<file path="src/mrlf_pkg.sv">
// ----------------------------------------------------------------------------
// mrlf_pkg
// Types, constants and the control program of the length factorizer.
// ----------------------------------------------------------------------------
package mrlf_pkg;

  localparam int NUM_REGS      = 6;
  localparam int MAX_RADICES   = 8;
  localparam int IDX_W         = 3;
  localparam int RADIX_W       = 8;
  localparam int COUNT_W       = 5;
  localparam int OUT_LEN_W     = 31;
  localparam int DIV_STEP_BITS = 4;
  localparam int STEP_W        = 3;

  typedef logic [RADIX_W-1:0] radix_t;
  typedef logic [STEP_W-1:0]  step_t;

  localparam radix_t RADIX_MIN = 8'd2;
  localparam radix_t RADIX_RESET [MAX_RADICES] = '{
    8'd2, 8'd3, 8'd5, 8'd7, 8'd11, 8'd13, 8'd17, 8'd19
  };

  // jump conditions
  typedef enum logic [2:0] {
    C_NEXT     = 3'd0,
    C_ALWAYS   = 3'd1,
    C_IDLE     = 3'd2,
    C_DIV_BUSY = 3'd3,
    C_NO_DIV   = 3'd4,
    C_LAST     = 3'd5
  } cond_t;

  // program addresses
  localparam step_t S_IDLE   = 3'd0;
  localparam step_t S_RINIT  = 3'd1;
  localparam step_t S_DSTART = 3'd2;
  localparam step_t S_DWAIT  = 3'd3;
  localparam step_t S_TEST   = 3'd4;
  localparam step_t S_TAKE   = 3'd5;
  localparam step_t S_EMIT   = 3'd6;
  localparam step_t S_ADV    = 3'd7;

  typedef struct packed {
    logic  load_len;
    logic  load_radix;
    logic  div_start;
    logic  take_quot;
    logic  emit;
    logic  next_idx;
    cond_t cond;
    step_t target;
  } ctl_t;

  function automatic ctl_t ucode(step_t s);
    ctl_t w;
    w = '0;
    w.cond   = C_NEXT;
    w.target = S_IDLE;
    case (s)
      S_IDLE: begin
        w.load_len = 1'b1;
        w.cond     = C_IDLE;
        w.target   = S_IDLE;
      end
      S_RINIT: begin
        w.load_radix = 1'b1;
      end
      S_DSTART: begin
        w.div_start = 1'b1;
      end
      S_DWAIT: begin
        w.cond   = C_DIV_BUSY;
        w.target = S_DWAIT;
      end
      S_TEST: begin
        w.cond   = C_NO_DIV;
        w.target = S_EMIT;
      end
      S_TAKE: begin
        w.take_quot = 1'b1;
        w.cond      = C_ALWAYS;
        w.target    = S_DSTART;
      end
      S_EMIT: begin
        w.emit   = 1'b1;
        w.cond   = C_LAST;
        w.target = S_IDLE;
      end
      S_ADV: begin
        w.next_idx = 1'b1;
        w.cond     = C_ALWAYS;
        w.target   = S_RINIT;
      end
      default: begin
        w.cond   = C_ALWAYS;
        w.target = S_IDLE;
      end
    endcase
    return w;
  endfunction

endpackage

</file>
<file path="src/mrlf_div.sv">
// ----------------------------------------------------------------------------
// mrlf_div
// Iterative restoring divider, length by 8-bit radix, several bits per cycle.
// ----------------------------------------------------------------------------
module mrlf_div
  import mrlf_pkg::*;
#(
  parameter int LENGTH_WIDTH = 31
) (
  input  logic                    clk,
  input  logic                    rst,
  input  logic                    start,
  input  logic [LENGTH_WIDTH-1:0] dividend,
  input  radix_t                  divisor,
  output logic                    busy,
  output logic [LENGTH_WIDTH-1:0] quotient,
  output radix_t                  remainder
);

  localparam int ITER = (LENGTH_WIDTH + DIV_STEP_BITS - 1) / DIV_STEP_BITS;
  localparam int PW   = ITER * DIV_STEP_BITS;
  localparam int CW   = $clog2(ITER + 1);

  logic [PW-1:0] quot;
  logic [PW-1:0] quot_next;
  radix_t        rem;
  radix_t        rem_next;
  logic [CW-1:0] cnt;

  always_comb begin
    logic [RADIX_W:0] part;
    logic [PW-1:0]    q_v;
    radix_t           r_v;
    q_v = quot;
    r_v = rem;
    for (int k = 0; k < DIV_STEP_BITS; k++) begin
      part = {r_v, q_v[PW-1]};
      q_v  = {q_v[PW-2:0], 1'b0};
      if (part >= {1'b0, divisor}) begin
        part   = part - {1'b0, divisor};
        q_v[0] = 1'b1;
      end
      r_v = part[RADIX_W-1:0];
    end
    quot_next = q_v;
    rem_next  = r_v;
  end

  always_ff @(posedge clk) begin
    if (rst) begin
      cnt <= '0;
    end else if (start) begin
      cnt <= CW'(ITER);
    end else if (cnt != '0) begin
      cnt <= cnt - 1'b1;
    end
  end

  always_ff @(posedge clk) begin
    if (start) begin
      quot <= PW'(dividend);
      rem  <= '0;
    end else if (cnt != '0) begin
      quot <= quot_next;
      rem  <= rem_next;
    end
  end

  assign busy      = (cnt != '0);
  assign quotient  = quot[LENGTH_WIDTH-1:0];
  assign remainder = rem;

endmodule

</file>
<file path="src/mixed_radix_length_factorizer_core.sv">
// ----------------------------------------------------------------------------
// mixed_radix_length_factorizer_core
// Divides each configured radix out of a transform length, one result per radix.
// ----------------------------------------------------------------------------
//  channel   direction  transfer when          payload
//  command   in         start & !busy          fft_length
//  result    out        result_valid (1 cyc)   radix_index radix_count remaining_length
//                                              leftover_factor invalid_length last_result
//  config    in         cfg_write              cfg_index cfg_data
//
//  a microcode program steps a shared divider that retires 4 bits a cycle
//  rst is synchronous and restores the default radices
//  results cannot be stalled; busy is high until the last result is shown
// ----------------------------------------------------------------------------
module mixed_radix_length_factorizer_core
  import mrlf_pkg::*;
#(
  parameter int NUM_RADICES  = 6,
  parameter int LENGTH_WIDTH = 31
) (
  input  logic                    clk,
  input  logic                    rst,
  input  logic                    start,
  output logic                    busy,
  input  logic [LENGTH_WIDTH-1:0] fft_length,
  input  logic                    cfg_write,
  input  logic [IDX_W-1:0]        cfg_index,
  input  radix_t                  cfg_data,
  output logic                    result_valid,
  output logic [IDX_W-1:0]        radix_index,
  output logic [COUNT_W-1:0]      radix_count,
  output logic [OUT_LEN_W-1:0]    remaining_length,
  output logic [OUT_LEN_W-1:0]    leftover_factor,
  output logic                    invalid_length,
  output logic                    last_result
);

  step_t                   step;
  step_t                   step_next;
  ctl_t                    ctl;
  logic                    jump;
  logic [LENGTH_WIDTH-1:0] rem;
  logic                    invalid;
  logic [IDX_W-1:0]        idx;
  logic [COUNT_W-1:0]      count;
  radix_t                  radix;
  radix_t                  radix_next;
  radix_t                  radix_regs [MAX_RADICES];
  logic                    last;
  logic                    div_busy;
  logic [LENGTH_WIDTH-1:0] div_quot;
  radix_t                  div_rem;
  logic [LENGTH_WIDTH+OUT_LEN_W-1:0] rem_ext;
  logic [OUT_LEN_W-1:0]    rem_out;

  assign ctl  = ucode(step);
  assign busy = (step != S_IDLE);
  assign last = (idx == IDX_W'(NUM_RADICES - 1));

  always_comb begin
    case (ctl.cond)
      C_NEXT:     jump = 1'b0;
      C_ALWAYS:   jump = 1'b1;
      C_IDLE:     jump = !start;
      C_DIV_BUSY: jump = div_busy;
      C_NO_DIV:   jump = invalid || (div_rem != '0);
      C_LAST:     jump = last;
      default:    jump = 1'b0;
    endcase
    step_next = jump ? ctl.target : step + STEP_W'(1);
  end

  always_ff @(posedge clk) begin
    if (rst) begin
      step <= S_IDLE;
    end else begin
      step <= step_next;
    end
  end

  // radix registers, fixed radices past the configurable ones
  always_ff @(posedge clk) begin
    if (rst) begin
      radix_regs <= RADIX_RESET;
    end else if (cfg_write && (cfg_index < IDX_W'(NUM_REGS))) begin
      radix_regs[cfg_index] <= cfg_data;
    end
  end

  assign radix_next = (radix_regs[idx] < RADIX_MIN) ? RADIX_MIN : radix_regs[idx];

  always_ff @(posedge clk) begin
    if (rst) begin
      idx <= '0;
    end else if (ctl.load_len && start) begin
      idx <= '0;
    end else if (ctl.next_idx) begin
      idx <= idx + 1'b1;
    end
  end

  always_ff @(posedge clk) begin
    if (ctl.load_len && start) begin
      rem     <= fft_length;
      invalid <= (fft_length == '0);
    end else if (ctl.take_quot) begin
      rem <= div_quot;
    end
    if (ctl.load_radix) begin
      radix <= radix_next;
      count <= '0;
    end else if (ctl.take_quot) begin
      count <= count + 1'b1;
    end
  end

  mrlf_div #(
    .LENGTH_WIDTH(LENGTH_WIDTH)
  ) u_div (
    .clk      (clk),
    .rst      (rst),
    .start    (ctl.div_start),
    .dividend (rem),
    .divisor  (radix),
    .busy     (div_busy),
    .quotient (div_quot),
    .remainder(div_rem)
  );

  assign rem_ext = {{OUT_LEN_W{1'b0}}, rem};
  assign rem_out = rem_ext[OUT_LEN_W-1:0];

  always_ff @(posedge clk) begin
    if (rst) begin
      result_valid <= 1'b0;
    end else begin
      result_valid <= ctl.emit;
    end
  end

  always_ff @(posedge clk) begin
    if (ctl.emit) begin
      radix_index      <= idx;
      radix_count      <= count;
      remaining_length <= invalid ? '0 : rem_out;
      leftover_factor  <= (last && !invalid) ? rem_out : '0;
      invalid_length   <= invalid;
      last_result      <= last;
    end
  end

endmodule

</file>
<file path="config.mk">
export PLATFORM = sky130hd
export DESIGN_NAME = mixed_radix_length_factorizer_core
export DESIGN_NICKNAME = d
export VERILOG_FILES = /design/src/mrlf_pkg.sv /design/src/mrlf_div.sv /design/src/mixed_radix_length_factorizer_core.sv
export SDC_FILE = /design/constraint.sdc
export NUM_CORES = 1
export LEC_CHECK = 0
export BUFFER_PORTS_ARGS = -buffer_cell sky130_fd_sc_hd__buf_2
export CAP_MARGIN = 20
export CORE_ASPECT_RATIO = 0.8
export CORE_MARGIN = 2
export CORE_UTILIZATION = 54
export DETAILED_ROUTE_END_ITERATION = 10
export HOLD_SLACK_MARGIN = 0.05
export PLACE_DENSITY = 0.82
export SLEW_MARGIN = 10
export SYNTH_ARGS = -nofsm -noshare
export SYNTH_HDL_FRONTEND = slang
export SYNTH_HIERARCHICAL = 1
export SYNTH_SLANG_ARGS = --single-unit
export TNS_END_PERCENT = 20
</file>
<file path="constraint.sdc">
create_clock -name clk -period 8.8 [get_ports clk]
set_clock_uncertainty 0.2 [all_clocks]
set_input_delay 0.44 -clock clk [delete_from_list [all_inputs] [get_ports clk]]
set_output_delay 0.44 -clock clk [all_outputs]
set_load 0.01 [all_outputs]
</file>
==> results_dict.tcl, run 1 <==
set metrics [dict create \
    start_util 0.555 \
    clock-root-buffer "clkbuf_16" \
    crit_path_frequent_cell "ha_1" \
    clkSinkCount 232 \
    initialDrtViolationCount 855 \
    avgRoutedWirePerCell_um 18.8 \
    area_growth_syn_to_layout_pct 15.8 \
    grt.total_usage 0.243 \
    die_height_um 135 \
    min_path_type "in -> reg" \
    finalCritPeriodShare 0.965 \
    ff2ff_setup_slack_ns 0.31 \
    slew_viol_final 0 \
    layout_cells_sized_above_1 0.215 \
    outcome "complete, no violations" \
    register_area_mm2 0.00608 \
    syn_area_mm2 0.0116 \
    die_area_mm2 0.0226 \
    tritoncts_clock_tree "yes" \
    routed-via-count 8716 \
    maxClockFrequency_mhz 118 \
    cts_inserted_buffers 24 \
    async_reset_ff_frac 0 \
    final-hold-violation-count 0 \
    gr-usage-met2 0.395 \
    grt_remaining_overflow 0 \
    max_cap_viol_count 0 \
    timing_worst_slew_pin_value_ns 1.12 \
    synth_edf_count 143 \
    cts_max_path_buffers 3 \
    use_met3 0.0507 \
    worst_case_headroom_to_the_max_slew_limit 0.249 \
    clk_latency_ns 0.53 \
    worst-path-buf-inv 3 \
    grt_max_degree 77 \
    worst_path_max_delay_cell "edfxtp_1" \
    worst_setup_path_end_kind "register" \
    total_area_of_multi_input_combinational_cells_mm2 0.00502 \
    routed_wirelength_um 28200 \
    final_antenna_net_count 0 \
    diodes 0 \
    global_route_hottest_layer "met2" \
    die_width_um 168 \
    gate_family_responsible_for_the_most_delay_along_the_worst_path "compound AO/OA/AOI/OAI gates" \
    clock_edge_transition_at_the_registers_on_the_reported_setup_and_hold_paths_ns 0.06 \
    period_needed_ns 8.49 \
    number_of_rows_created_at_floorplan 47 \
    worstSetupPathType "reg -> reg" \
    startpoint_type "register" \
    cp_max_fo 11 \
    grt_antenna_before_repair 0 \
    cts-htree-levels 1 \
    yosysUniqueCellTypes 66 \
    final_setup_violation_count 0 \
    timing.critical_path.arrival_ns 8.72 \
    ys_seq_area_frac 0.525 \
    place_congestion 0.932 \
    globalRouteMet1Util 0.332 \
    num_io_pins 120 \
    synthCells 1081 \
    yosysWarningCount 6 \
    num-fill-cells 1539 \
    final_util 0.643 \
    synth_area_per_cell_um2 10.7 \
    syn-num-nets 1174 \
    floorplan.core_area_mm2 0.0209 \
    avgViaCountPerCell 5.80 \
    nets 1309 \
    postSynthRegisterBits 232 \
    drc_violation_count_after_routing 0 \
    critical_path_required_ns 9.03 \
    via_count_of_the_first_global_routing_pass 8433 \
    hpwl_after_dpl_um 18500 \
    grt_pass1_wl_um 43900 \
    io_buffers 119 \
    critPathMaxStageDelay_ns 0.44 \
    drt_first_pass_iters 5 \
    synth_flop_cell "edfxtp_1" \
]
[repair_timing]
item / CTS / global route
hold endpoints to repair: 74 / 0
resized for setup: 2 / 10
setup buffers: 0 / 7
pin swaps: 0 / 3
setup endpoints to repair: 2 / 9
hold buffers: 36 / 0
[cells in the mapped netlist (4+ instances only)]
cell,n,share of area
nand2_1,234,0.076
edfxtp_1,143,0.37
dfxtp_1,89,0.15
a21oi_1,54,0.023
nor2b_1,54,0.029
mux2_2,49,0.048
ha_1,43,0.046
nor2_1,39,0.013
and2_1,36,0.019
inv_1,36,0.012
buf_4,32,0.021
clkbuf_1,30,0.0097
nor3_1,18,0.0078
xnor2_1,18,0.014
mux4_2,15,0.029
nand3b_1,15,0.0097
o21ai_0,15,0.0065
nand3_1,13,0.0056
a21o_1,11,0.0071
nor4_1,10,0.0054
mux2i_1,9,0.0078
a2111oi_0,8,0.0060
nand2b_1,8,0.0043
a211oi_1,7,0.0045
and3_1,7,0.0038
o21a_1,5,0.0032
o21ai_1,5,0.0022
or2_2,5,0.0027
fa_1,4,0.0069
mux2_1,4,0.0039
nand4_1,4,0.0022
xor2_1,4,0.0030
[through the flow]
stage	setup slack, ns	cell area [um2]	hold slack (ns)	cells	setup TNS [ns]
floorplan	0.574	11600	0.203	1081	0
global placement	0.225	12200	0.223	1415	0
detailed placement	-0.0130	12200	0.224	1415	-0.0130
CTS	0.0825	13300	0.0503	1495	0
global route	-0.0854	13400	0.0546	1503	-0.127
finish	0.310	13400	0.0567	1503	0
[final timing paths]
path	startpoint	cells past startpoint	end
setup / recovery	radix[0]$_SDFFCE_PN0N_	34	u_div/remainder[0]$_SDFFE_PP0P_
hold / removal	fft_length[29]	3	rem[29]$_DFFE_PP_
setup reg to reg	radix[0]$_SDFFCE_PN0N_	34	u_div/remainder[0]$_SDFFE_PP0P_
hold reg to reg	radix_regs[1]$_SDFFE_PP1P_	1	radix_regs[1]$_SDFFE_PP1P_
[cells in the final DEF, fill, tap and decap left out, types with 13 or more instances in the layout]
master | netlist | final
a21oi_1 | 54 | 52
and2_1 | 36 | 35
buf_2 | 3 | 120
buf_4 | 32 | 20
clkbuf_16 | 0 | 24
dfxtp_1 | 89 | 89
dlygate4sd3_1 | 0 | 36
edfxtp_1 | 143 | 143
ha_1 | 43 | 43
inv_1 | 36 | 35
mux2_2 | 49 | 49
mux4_2 | 15 | 15
nand2_1 | 234 | 233
nand3_1 | 13 | 13
nand3b_1 | 15 | 15
nor2_1 | 39 | 39
nor2b_1 | 54 | 53
nor3_1 | 18 | 18
o21ai_0 | 15 | 13
xnor2_1 | 18 | 18
[state kept, by name (all words and copies together), names as in the netlist, 3 cells and up]
register and flops:
remaining_length 31, u_div/quot 32, count 5, radix_count 5, radix_index 3, radix 8, u_div/cnt 4, radix_regs 64
leftover_factor 31, idx 3, step 3, u_div/remainder 8, rem 31
[worst reg2reg max path: cells and delay by family (launching register included)]
family	cells	cell delay (ns)
AO/OA/AOI/OAI	17	3.62
adder cells (fa/ha/maj)	5	1.62
buffers and inverters	3	0.48
flip-flops	1	0.44
multiplexers	3	1.03
AND/OR/NAND/NOR	6	0.99
[cell families (layout without fill, tap and decap cells)]
family,after synthesis,in the layout,share of synthesized area
AOI/OAI and AO/OA,143,143,0.0834
xor gates and xnor gates,22,22,0.0166
adders and majority gates,47,47,0.0534
buffers and inverters,107,260,0.0467
DFF,232,232,0.525
muxes,79,79,0.0911
and+or+nand+nor,451,451,0.184
[per-layer routing]
metal  up-vias  part of all wire
met2       391              0.47
met5         -                 0
met1      4188              0.43
met3        67             0.080
li1       4070                 -
met4         0             0.027
[final cells by class]
class	instances	share of cell area
Tap cell	269	0.0251
Clock inverter	14	0.00718
Sequential cell	232	0.453
Multi-Input combinational cell	742	0.374
Timing Repair Buffer	176	0.0828
Clock buffer	30	0.0464
Inverter	40	0.0115
Power of run 1 is not shown: default switching activity piles up to over one toggle a cycle in this logic, so the estimate is an artifact.
==> run 2, diff against run 1 <==
--- a/config.mk
+++ b/config.mk
@@ -7,12 +7,12 @@
 export LEC_CHECK = 0
 export BUFFER_PORTS_ARGS = -buffer_cell sky130_fd_sc_hd__buf_2
 export CAP_MARGIN = 20
-export CORE_ASPECT_RATIO = 0.8
+export CORE_ASPECT_RATIO = 0.75
 export CORE_MARGIN = 2
-export CORE_UTILIZATION = 54
+export CORE_UTILIZATION = 55
 export DETAILED_ROUTE_END_ITERATION = 10
 export HOLD_SLACK_MARGIN = 0.05
-export PLACE_DENSITY = 0.82
+export PLACE_DENSITY = 0.8
 export SLEW_MARGIN = 10
 export SYNTH_ARGS = -nofsm -noshare
 export SYNTH_HDL_FRONTEND = slang
==> constraint.sdc (replaced) <==
create_clock -name clk -period 8.5 [get_ports clk]
set_clock_uncertainty 0.2 [all_clocks]
set_input_delay 0.425 -clock clk [delete_from_list [all_inputs] [get_ports clk]]
set_output_delay 0.425 -clock clk [all_outputs]
set_load 0.01 [all_outputs]
==> results_dict.tcl, run 2 (synthesis gave the netlist of run 1 again) <==
set metrics [dict create \
    critPathMaxStageDelay_ns 0.48 \
    largest_reg_flops 64 \
    hpwl_after_dpl_um 18500 \
    max_cap_viol_count 0 \
    num-fill-cells 1473 \
    mostFrequentLayoutCell "nand2_1" \
    grt_max_degree 77 \
    final-hold-violation-count 0 \
    layout.cells.most_common_list "234 x nand2_1, 143 x edfxtp_1, 120 x buf_2" \
    timing.hold.worst_endpoint "radix_regs[60]$_SDFFE_PP0P_" \
    total_area_of_multi_input_combinational_cells_mm2 0.00501 \
    worst_setup_path_end_kind "register" \
    crit_path_frequent_cell "ha_1" \
    slew_viol_final 0 \
    final_util 0.664 \
    startpoint_type "register" \
    timing.reg2reg.worst_path_depth 32 \
    die_width_um 172 \
    timing.critical_path.arrival_ns 8.42 \
    min_path_type "in -> reg" \
    floorplan.core_area_mm2 0.0204 \
    ff2ff_setup_slack_ns 0.30 \
    critical_path_required_ns 8.72 \
    grt_pass1_wl_um 43600 \
    start_util 0.567 \
    dp_worst_setup_slack_ns -0.198 \
    worst_path_max_delay_cell "fa_1" \
    hold_path.startpoint "cfg_index[2]" \
    avgViaCountPerCell 5.75 \
    register_area_mm2 0.00608 \
    clk_latency_ns 0.51 \
    routed_wirelength_um 27900 \
    grt.total_usage 0.250 \
    clock-root-buffer "clkbuf_16" \
    drt_first_pass_iters 5 \
    initialDrtViolationCount 870 \
    die_height_um 130 \
    timing_worst_slew_pin_value_ns 1.07 \
    num_io_pins 120 \
    grt_remaining_overflow 0 \
    cts-htree-levels 1 \
    die_area_mm2 0.0222 \
    layout_cells_sized_above_1 0.224 \
    io_buffers 119 \
    r2r_end "u_div/remainder[0]$_SDFFE_PP0P_" \
    grt_antenna_before_repair 1 \
    hold-path-cell-count 4 \
    outcome "complete, no violations" \
    maxClockFrequency_mhz 122 \
    regToRegStartpoint "radix[1]$_SDFFCE_PN1N_" \
    worst_slack_ns 0.304 \
    tritoncts_clock_tree "yes" \
    worst_case_headroom_to_the_max_slew_limit 0.278 \
    cts_inserted_buffers 23 \
    cts_max_path_buffers 3 \
    final_antenna_net_count 0 \
    avgRoutedWirePerCell_um 18.3 \
    nets 1319 \
    finalCritPeriodShare 0.964 \
    drc_violation_count_after_routing 0 \
    period_needed_ns 8.20 \
    worstSetupPathType "reg -> reg" \
    clock_edge_transition_at_the_registers_on_the_reported_setup_and_hold_paths_ns 0.06 \
    cp_max_fo 5 \
    regMostFlops "radix_regs" \
    final_setup_violation_count 0 \
    routed-via-count 8774 \
    clkSinkCount 232 \
    area_growth_syn_to_layout_pct 17.2 \
    top_regs "radix_regs (64), u_div/quot (32)" \
    via_count_of_the_first_global_routing_pass 8186 \
    place_congestion 0.934 \
    number_of_rows_created_at_floorplan 45 \
]
## run 2: cell types whose count changed in the layout (fill, tap and decap cells not counted), moves of 2 or more
cell	previous run	this run
o41ai_2	0	2
clkinv_1	8	3
clkbuf_8	0	4
dlygate4sd3_1	36	39
buf_4	20	28
clkbuf_1	6	3
## run 2: worst max-delay path by stage
stage                                                  to  slack, ns              startpoint
final                     u_div/remainder[0]$_SDFFE_PP0P_       0.30  radix[1]$_SDFFCE_PN1N_
after global routing      u_div/remainder[5]$_SDFFE_PP0P_      -0.04  radix[1]$_SDFFCE_PN1N_
after CTS                 u_div/remainder[0]$_SDFFE_PP0P_       0.02  radix[0]$_SDFFCE_PN0N_
after detailed placement  u_div/remainder[0]$_SDFFE_PP0P_      -0.20  radix[0]$_SDFFCE_PN0N_
after global placement    u_div/remainder[0]$_SDFFE_PP0P_        0.1  radix[0]$_SDFFCE_PN0N_
after floorplan           u_div/remainder[0]$_SDFFE_PP0P_       0.27  radix[1]$_SDFFCE_PN1N_
## run 2: routing by layer
metal,share of wire,wire [um],track usage
met1,0.44,12300,0.369
met2,0.46,12800,0.385
met3,0.081,2260,0.0443
met4,0.022,604,0.0648
met5,0,0,0
## run 2: cell type report
class	instances	area share
well taps	282	0.0260
inverters	40	0.0111
clock buffers	33	0.0515
flip-flops and latches	232	0.448
multi-input cells	742	0.369
clock inverters	9	0.00572
repair buffers	187	0.0885
diodes	1	0.000184
## run 2: through the flow
step           TNS, ns  hold WS [ns]  instance area (um2)  std cells
2_1_floorplan        0         0.203                11600       1081
3_3_place_gp         0         0.226                12300       1436
3_5_place_dp    -0.321         0.233                12300       1436
4_1_cts              0         0.209                13500       1517
5_1_grt        -0.0689         0.108                13600       1526
6_report             0        0.0951                13600       1526
## run 2: what timing repair did
action,CTS,global route
hold buffers,39,0
endpoints found under the hold margin,75,0
setup endpoints to repair,5,9
gates resized for setup,3,8
pin swaps,0,8
buffers inserted,0,7
## run 2: critical path: cells and delay by family (launching register included)
kind | cells | cell delay, ns
adders and majority gates | 4 | 1.44
buffers and inverters | 2 | 0.31
DFF | 1 | 0.43
AOI/OAI and AO/OA | 18 | 3.80
and+or+nand+nor | 5 | 0.97
muxes | 3 | 0.98
Power of run 2 is left out for the same reason.
==> run 3, diff against run 2 <==
--- a/config.mk
+++ b/config.mk
@@ -5,6 +5,7 @@
 export SDC_FILE = /design/constraint.sdc
 export NUM_CORES = 1
 export LEC_CHECK = 0
+export ABC_AREA = 1
 export BUFFER_PORTS_ARGS = -buffer_cell sky130_fd_sc_hd__buf_2
 export CAP_MARGIN = 20
 export CORE_ASPECT_RATIO = 0.75
==> results_dict.tcl, run 3 <==
set metrics [dict create \
    cts-htree-levels 1 \
    synthDominantAreaCellType "edfxtp_1" \
    routed-via-count 9551 \
    cts_inserted_buffers 24 \
    crit_path_frequent_cell "nand2_1" \
    timing_worst_slew_pin_value_ns 0.911 \
    timing.setup.tns_ns 0 \
    synth_edf_count 143 \
    avgRoutedWirePerCell_um 15.4 \
    area_growth_syn_to_layout_pct 14.4 \
    grt_remaining_overflow 0 \
    number_of_rows_created_at_floorplan 46 \
    die_area_mm2 0.0225 \
    grt_max_degree 60 \
    finalCritPeriodShare 0.858 \
    min_path_type "in -> reg" \
    resize_count_post_cts 0 \
    final-hold-violation-count 0 \
    drc_violation_count_after_routing 0 \
    syn-num-nets 1487 \
    tritoncts_clock_tree "yes" \
    place_congestion 0.972 \
    synth_flop_cell "edfxtp_1" \
    synth_top_area_frac 0.367 \
    cp_max_fo 14 \
    final_setup_violation_count 0 \
    critical_path_required_ns 8.54 \
    timing.critical_path.arrival_ns 7.34 \
    async_reset_ff_frac 0 \
    slew_viol_final 0 \
    outcome "complete, no violations" \
    avgViaCountPerCell 5.28 \
    grt_pass1_wl_um 43400 \
    worst_case_headroom_to_the_max_slew_limit 0.391 \
    clk_latency_ns 0.54 \
    clkSinkCount 232 \
    regMostFlops "radix_regs" \
    ff2ff_setup_slack_ns 1.20 \
    top_regs "radix_regs (64), u_div/quot (32)" \
    clock_edge_transition_at_the_registers_on_the_reported_setup_and_hold_paths_ns 0.06 \
    clock-root-buffer "clkbuf_16" \
    layout_cells_sized_above_1 0.134 \
    post_synth_main_area_contributors "edfxtp_1 37%, dfxtp_1 15%, nand2_1 13%, inv_1 5.7%, nor2_1 4.8%" \
    grt_antenna_before_repair 0 \
    gate_family_responsible_for_the_most_delay_along_the_worst_path "simple AND/OR/NAND/NOR gates" \
    ys_seq_area_frac 0.519 \
    drt_first_pass_iters 9 \
    die_width_um 172 \
    worstSetupPathType "reg -> reg" \
    worst_setup_path_end_kind "register" \
    floorplan.core_area_mm2 0.0210 \
    synth_area_per_cell_um2 8.40 \
    cts_max_path_buffers 3 \
    num_io_pins 120 \
    layout.cells.most_common_list "408 x nand2_1, 177 x inv_1, 149 x nor2_1" \
    final_antenna_net_count 0 \
    yosysUniqueCellTypes 42 \
    largest_reg_flops 64 \
    worst_path_max_delay_cell "edfxtp_1" \
    period_needed_ns 7.30 \
    io_buffers 119 \
    netlist_top_cells_count "408 x nand2_1, 178 x inv_1, 150 x nor2_1" \
    routed_wirelength_um 27900 \
    hpwl_after_dpl_um 18500 \
    setup_repair_after_global_routing_missed_its_margin "no" \
    critPathMaxStageDelay_ns 0.47 \
    maxClockFrequency_mhz 137 \
    diodes 0 \
    postSynthRegisterBits 232 \
    nets 1597 \
    via_count_of_the_first_global_routing_pass 8655 \
    max_cap_viol_count 0 \
    post_cts.repair.setup_buffers 0 \
    dp_cells 1732 \
    syn_area_mm2 0.0117 \
    yosysWarningCount 6 \
    fin_cells 1808 \
    synthCells 1394 \
    start_util 0.557 \
    grt.total_usage 0.244 \
    fin_hold_ws_ns 0.0625 \
    startpoint_type "register" \
    initialDrtViolationCount 975 \
    mostFrequentLayoutCell "nand2_1" \
    die_height_um 130 \
    yosysMostFrequentCell "nand2_1" \
    worst-path-buf-inv 5 \
]
run 3: cell count changes in the layout (fill, tap and decap cells not counted), sizes merged, moves of 36 or more:
cell,previous run,this run
o21ai,20,80
nor2b,54,0
and2,36,0
nand3,13,74
mux2,55,0
inv,41,182
nor2,40,157
nand2,234,414
run 3: tightest hold or removal path: cells and delay by family:
kind | cells | cell delay, ns
AND/OR/NAND/NOR | 2 | 0.16
buffers and inverters | 1 | 0.10
run 3: kinds of logic (layout without fill, tap and decap cells):
family                   after synthesis  in the layout  share of synthesized area
buffers and inverters                263            389                      0.103
XOR/XNOR                              20             20                     0.0150
AND/OR/NAND/NOR                      679            679                      0.241
adder cells (fa/ha/maj)               47             47                     0.0528
flip-flops                           232            232                      0.519
AO/OA/AOI/OAI                        153            153                     0.0689
run 3: timing repair:
item,CTS,global route
setup endpoints to repair,0,0
endpoints found under the hold margin,56,0
hold buffers,34,0
run 3: area by class of cell:
class / count / area, um2
fillers: 1693 / 7610
flip-flops and latches: 232 / 6080
multi-input cells: 899 / 4430
repair buffers: 162 / 1000
inverters: 185 / 696
clock buffers: 25 / 604
well taps: 288 / 360
clock inverters: 17 / 226
run 3: metrics by stage:
step / setup WS [ns] / instance area, um2 / util
after floorplan: 2.14 / 11700 / -
after global placement: 1.65 / 12200 / 0.582
after detailed placement: 1.41 / 12200 / 0.582
after CTS: 1.35 / 13400 / 0.638
after global routing: 0.547 / 13400 / 0.638
final: 1.20 / 13400 / 0.638
run 3: final timing paths:
check                              startpoint                           to  depth (start not counted)
hold reg to reg   radix_regs[12]$_SDFFE_PP1P_  radix_regs[12]$_SDFFE_PP1P_                          2
hold / removal                 fft_length[10]            rem[10]$_DFFE_PP_                          3
setup / recovery       radix[1]$_SDFFCE_PN1N_      u_div/quot[0]$_DFFE_PP_                         45
setup reg to reg       radix[1]$_SDFFCE_PN1N_      u_div/quot[0]$_DFFE_PP_                         45
run 3: layer usage:
metal  track usage  up-vias  wire length (um)  share of wire
met5             0        -                 0              0
met4        0.0672        0               720          0.026
met3        0.0513       66              2610          0.093
met2         0.373      484             12100           0.43
met1         0.354     4364             12400           0.45
li1              -     4637                 -              -
Power of run 3 is left out for the same reason.
